**config.mk**
```make
export PLATFORM = sky130hd
export DESIGN_NAME = phc_ctrl
export DESIGN_NICKNAME = d
export VERILOG_FILES = /design/src/rtl/phc_pkg.sv /design/src/rtl/phc_ctrl.sv
export SDC_FILE = /design/constraint.sdc
export NUM_CORES = 1
export LEC_CHECK = 0
export ABC_AREA = 1
export ABC_CLOCK_PERIOD_IN_PS = 1100
export BUFFER_PORTS_ARGS = -buffer_cell sky130_fd_sc_hd__buf_2
export CORE_AREA = 5 5 42 44
export DETAILED_ROUTE_END_ITERATION = 7
export DIE_AREA = 0 0 47 49
export PLACE_DENSITY = 0.5
export SLEW_MARGIN = 20
export SYNTH_ARGS = -nofsm -noshare
export SYNTH_HDL_FRONTEND = slang
export SYNTH_SLANG_ARGS = --single-unit
```
**constraint.sdc**
```tcl
create_clock -name clk -period 1.1 [get_ports clk]
set_clock_uncertainty 0.2 [all_clocks]
set_input_delay 0.055 -clock clk [delete_from_list [all_inputs] [get_ports clk]]
set_output_delay 0.055 -clock clk [all_outputs]
set_load 0.02 [all_outputs]
```
**src/rtl/phc_pkg.sv**
```systemverilog
// Shared constants, codes and command/status types for the pinned handle cache.
package phc_pkg;

  localparam int HANDLES = 192;
  localparam int IDX_W   = (HANDLES > 1) ? $clog2(HANDLES) : 1;
  localparam int ID_W    = 15;
  localparam int LOCK_W  = 15;
  localparam int SLOT_W  = 8;
  localparam int STAT_W  = 3;
  localparam int RC_W    = 16;

  localparam logic [RC_W-1:0]   RC_RESET = 16'd32768;
  localparam logic [LOCK_W-1:0] LOCK_MAX = 15'd32767;
  localparam logic [IDX_W-1:0]  IDX_LAST = IDX_W'(HANDLES - 1);

  typedef enum logic {
    OP_LOCK   = 1'b0,
    OP_UNLOCK = 1'b1
  } op_t;

  typedef enum logic [STAT_W-1:0] {
    ST_HIT_HELD       = 3'd0,
    ST_HIT_REPINNED   = 3'd1,
    ST_MISS_LOADED    = 3'd2,
    ST_NO_FREE        = 3'd3,
    ST_UNLOCK_HELD    = 3'd4,
    ST_UNLOCK_RELEASE = 3'd5,
    ST_UNLOCK_MISSING = 3'd6,
    ST_OUT_OF_RANGE   = 3'd7
  } status_t;

  typedef struct packed {
    logic [ID_W-1:0]   id;
    logic [LOCK_W-1:0] locks;
  } entry_t;

  // Commands from the controller to the datapath.
  typedef struct packed {
    logic load;
    logic scan;
    logic commit;
  } cmd_t;

  // Status from the datapath back to the controller.
  typedef struct packed {
    logic in_range;
    logic last_issue;
    logic out_free;
  } stat_t;

endpackage

```
**src/rtl/phc_ctrl.sv**
```systemverilog
// Controller of the pinned handle cache: sequences capture, table scan and commit.
module phc_ctrl (
  input  logic           clk,
  input  logic           rst_n,
  input  logic           in_valid,
  output logic           in_stall,
  output phc_pkg::cmd_t  cmd,
  input  phc_pkg::stat_t stat
);
  import phc_pkg::*;

  typedef enum logic [4:0] {
    S_IDLE   = 5'b00001,
    S_CHECK  = 5'b00010,
    S_SCAN   = 5'b00100,
    S_DRAIN  = 5'b01000,
    S_COMMIT = 5'b10000
  } state_t;

  state_t state_r, state_nxt;
  logic   accept;

  assign in_stall = (state_r != S_IDLE);
  assign accept   = in_valid && !in_stall;

  always_comb begin
    state_nxt  = state_r;
    cmd.load   = 1'b0;
    cmd.scan   = 1'b0;
    cmd.commit = 1'b0;
    unique case (state_r)
      S_IDLE: begin
        cmd.load = accept;
        if (accept) begin
          state_nxt = S_CHECK;
        end
      end
      S_CHECK: begin
        state_nxt = stat.in_range ? S_SCAN : S_COMMIT;
      end
      S_SCAN: begin
        cmd.scan = 1'b1;
        if (stat.last_issue) begin
          state_nxt = S_DRAIN;
        end
      end
      // The last read word is evaluated here.
      S_DRAIN: begin
        state_nxt = S_COMMIT;
      end
      S_COMMIT: begin
        if (stat.out_free) begin
          cmd.commit = 1'b1;
          state_nxt  = S_IDLE;
        end
      end
      default: begin
        state_nxt = S_IDLE;
      end
    endcase
  end

  always_ff @(posedge clk) begin
    if (!rst_n) begin
      state_r <= S_IDLE;
    end else begin
      state_r <= state_nxt;
    end
  end

`ifndef SYNTH
  a_accept_to_check: assert property (@(posedge clk) disable iff (!rst_n)
    accept |=> (state_r == S_CHECK))
    else $error("accepted transfer did not start a request");

  a_commit_needs_room: assert property (@(posedge clk) disable iff (!rst_n)
    cmd.commit |-> (stat.out_free && (state_r == S_COMMIT)))
    else $error("commit issued without room for the result");
`endif

endmodule
```
Yosys cells after proc, flatten, opt, wreduce, memory -nomap -nowiden
Cells that the tools add are included.
{"block": "word_totals", "regBits": 5, "out_inout_bits": 4, "elab_cells": 22}
{"block": "classes", "n_eq_ne": 9, "n_mux": 9, "n_reduce_logical": 3}
{"op": "5-bit case mux with 5 select lines", "count": 1}
{"op": "5-bit two-way mux", "count": 4}
{"op": "2-bit inequality test, second input constant", "count": 3}
{"op": "5-bit by 1-bit equality test with 1-bit output, second input constant", "count": 1}
{"op": "5-bit by 2-bit equality test with 1-bit output, second input constant", "count": 1}
{"op": "5-bit by 3-bit equality test with 1-bit output, second input constant", "count": 1}
{"op": "5-bit by 4-bit equality test with 1-bit output, second input constant", "count": 1}
{"op": "5-bit equality test, second input constant", "count": 1}
{"op": "5-bit by 1-bit inequality test with 1-bit output, second input constant", "count": 1}
{"op": "1-bit two-way mux", "count": 4}
{"op": "3-bit AND reduction", "count": 1}
{"op": "1-bit logical AND", "count": 1}
{"op": "1-bit zero test", "count": 1}

Logic depth before layout (Yosys ltp)
{"block": "depth", "word_depth": 5, "mapped_depth": 6, "depth_no_buf": 6}

Worst setup path after synthesis
Ideal clock, no wire load.
{"block": "synth_timing", "path_type": "reg2out", "start": "register state_r[4]", "end": "output port cmd[2] in the netlist's numbering", "t_arrival_ns": 1.078, "t_required_ns": 0.845, "setup_slack_ns": -0.233, "stages_incl_launch_ff": 4, "path_buffers": 0, "path_cell_list": "dfxtp_1 -> nor3_2 -> nand2_2 -> nor2_1"}
{"item": "start, declared", "line": "phc_ctrl.sv:20", "text": "state_t state_r, state_nxt;"}
{"item": "start signal, assigned", "line": "phc_ctrl.sv:67", "text": "state_r <= state_nxt;"}
{"item": "end, declared", "line": "phc_ctrl.sv:7", "text": "output phc_pkg::cmd_t cmd,"}

==> summary.md <==
| Metric | Value |
|---|---|
| Status | complete, but fails checks |
| Violated checks | negative setup slack |
| Hold Fails Final Rpt | 0 |
| Cells after Synth | 47 |
| Layout cells sized above 1 | 56.3% |
| Crit path launch | state_r[2] |
| GRT Util Overall | 9.03% |
| Largest stage delay, worst path | 0.36 ns |
| Fin nets | 78 |
| Hold crit path type | in2reg |
| Initial Util | 22.1% |
| Dpl cell area | 434 sq um |
| Die ar. | 2300 sq um |
| Flop-to-flop setup slack | -0.23 ns |
| Setup ws final | -0.266 ns |
| Fin area | 576 sq um |
| Worst setup endpoint | cmd[2] |
| CP Launch Type | flip-flop |
| CP endpoint kind | output port |
| Cell area power density | 1040 nW/um^2 |
| Setup-failing EPs final | 9 |
| R2r worst-path depth | 7 |
| Clock latency on the worst-skew pair | 0.24 ns |
| Leakage | 0.269 nW |
| Antenna Cells | 0 |
| CP required | 0.84 ns |
| Met2 Track Usage GR | 9.95% |
| Vias in the first global route | 320 |
| Maxcap violations | 0 |
| FF-to-FF Start | state_r[2] |
| Arr. time, crit path | 1.11 ns |
| First-pass GRT wire length | 1.41 mm |
| Worst Path Max Fanout | 4 |
| Yosys warns | 0 |
| Family with the most delay on the worst path | simple AND/OR/NAND/NOR gates |
| IO Pins | 10 |
| Remaining Overflow, GRT | 0 |
| Syn Nets | 53 |
| Library cells used by synthesis | 16 |
| Final ANT Viol Nets | 0 |
| Sequence of cells on the critical path | nor3_4, nand2_4, nor2_4, buf_6 |
| Met1 Track Usage GR | 12.6% |
| Fin crit share | 124% |
| Synthesized flop and latch total | 5 |
| Hold path startpoint | in_valid |
| Slew @ Worst Pin | 0.297 ns |
| Largest reg by FF count | state_r |
| CTS clk-pin slew, worst paths | 0.04 ns |
| Root Driver | clkbuf_4 |
| Largest register FFs | 5 |
| H-tree levels | 1 |
| Gp weighted congestion | 0.812 |
| Row Count | 14 |
| WS Path Type | reg2out |
| Residual DRC | 0 |
| Die H | 49 um |
| Post-DP HPWL | 657 um |
| M3 GR Usage | 3.32% |
| DRT Pass-1 Iters | 4 |
| Tmin final | 1.37 ns |
| Crit path buf inv count | 1 |
| Sink Count | 5 |
| CTS max path bufs | 2 |
| Critical path depth | 4 |
| Area Growth Syn to Fin | 85.5% |
| Worst ir drop on vdd | 0.566 mV |
| Post-DR wirelength/cell | 9.93 um |
| Final Power | 0.599 mW |
| Slowest cell on crit path | dfxtp_4 |
| Setup TNS | -1.91 ns |
| Total CTS buffers | 3 |
| DR vias | 369 |
| Fin. max-slew vios | 0 |
| Final Non-Filler Cells | 87 |
| Fmax | 732 MHz |
| Die width | 47 um |
| Final core occ | 41.1% |
| # fillers | 162 |
| Seq/Total Area, Yosys | 32.3% |
| Post-Place Cells | 75 |
| FF-to-FF End | state_r[4] |
| Area of the multi-input gates | 229 sq um |
| RSZ-0062 raised after global routing | true |
| Register area | 111 sq um |
| Cell Area, Synth | 310 sq um |
| WL final | 864 um |
| CTS tree | done |
| Mapped Avg Cell Area | 6.60 sq um |
| Vias per inst | 4.24 |
| Largest net degree at the start of global routing | 6 |
| Slew margin rel. | 80.1% |
| Final hold slack | 0.000837 ns |
| Gr busiest metal | met1 |
| Top Registers | state_r: 5 flops |
| DR iter-0 viols | 10 |
| Dpl ws | -0.147 ns |
| PortBufs | 9 |
| Core Area | 1400 sq um |
| Antenna violations before repair | 0 |
## tightest hold or removal path, delay by kind of cell
kind	cells	cell delay (ns)
buf+inv	3	0.31
simple gates	1	0.04
## cells by family after synthesis
group | Yosys count | share of synthesized area, %
flops | 5 | 32.3
compound gates | 4 | 7.26
buf+inv | 10 | 12.1
simple gates | 28 | 48.4
## routing by layer
metal	routed length (um)	share of wire, %
met1	423	49
met3	50	5.8
met2	375	43
met5	0	0
met4	14	1.6
## synth_stat cells
cell type  count  area [sq um]
nand3b_1       1          7.51
inv_1          9          33.8
o21bai_1       1          7.51
nand2_1        5          18.8
inv_2          1          3.75
dfxtp_1        5           100
nor2_1         6          22.5
nand4_1        4          25.0
nor3_1         2          10.0
nor2_2         3          18.8
nand3_1        4          20.0
o21ai_0        2          10.0
nand2_2        1          6.26
a21oi_1        1          5.00
nor2_4         1          11.3
nor3_2         1          10.0
## layout by cell type (no fill, tap or decap), types with 2 or more instances in the layout
master and count:
buf_4 7, nand2_1 4, inv_2 2, inv_1 8, dfxtp_4 2, nand3_1 3
clkbuf_4 3, nor2_1 3, nor2_4 4, dfxtp_2 3, nor3_4 2, nor2_2 3
dlygate4sd3_1 3, nand4_1 4, buf_6 3, buf_2 7
## power by group
group          switching, mW  internal (mW)
sequential            0.0150          0.191
clock                 0.0730          0.137
combinational         0.0900         0.0926
## layout make-up
type | count | area share (%)
Multi-Input combinational cell | 32 | 39.8
Timing Repair Buffer | 20 | 26.3
Sequential cell | 5 | 19.3
Inverter | 10 | 6.52
Clock buffer | 4 | 4.57
Tap cell | 16 | 3.48
## worst min-delay path by stage
stage,to,depth (start not counted)
final,state_r[1],4
after global routing,state_r[1],4
after CTS,state_r[1],4
after detailed placement,state_r[4],3
after global placement,state_r[4],3
after floorplan,state_r[4],2
## timing repair
| item | 4_1_cts | 5_1_grt |
|---|---|---|
| setup endpoints to repair | 9 | 9 |
| hold buffers | 3 | 0 |
| hold endpoints to repair | 5 | 0 |
| setup buffers | 18 | 3 |
| pin swaps | 7 | 8 |
| gates resized for setup | 5 | 10 |
Note: power is estimated with default switching activity, not from simulation.
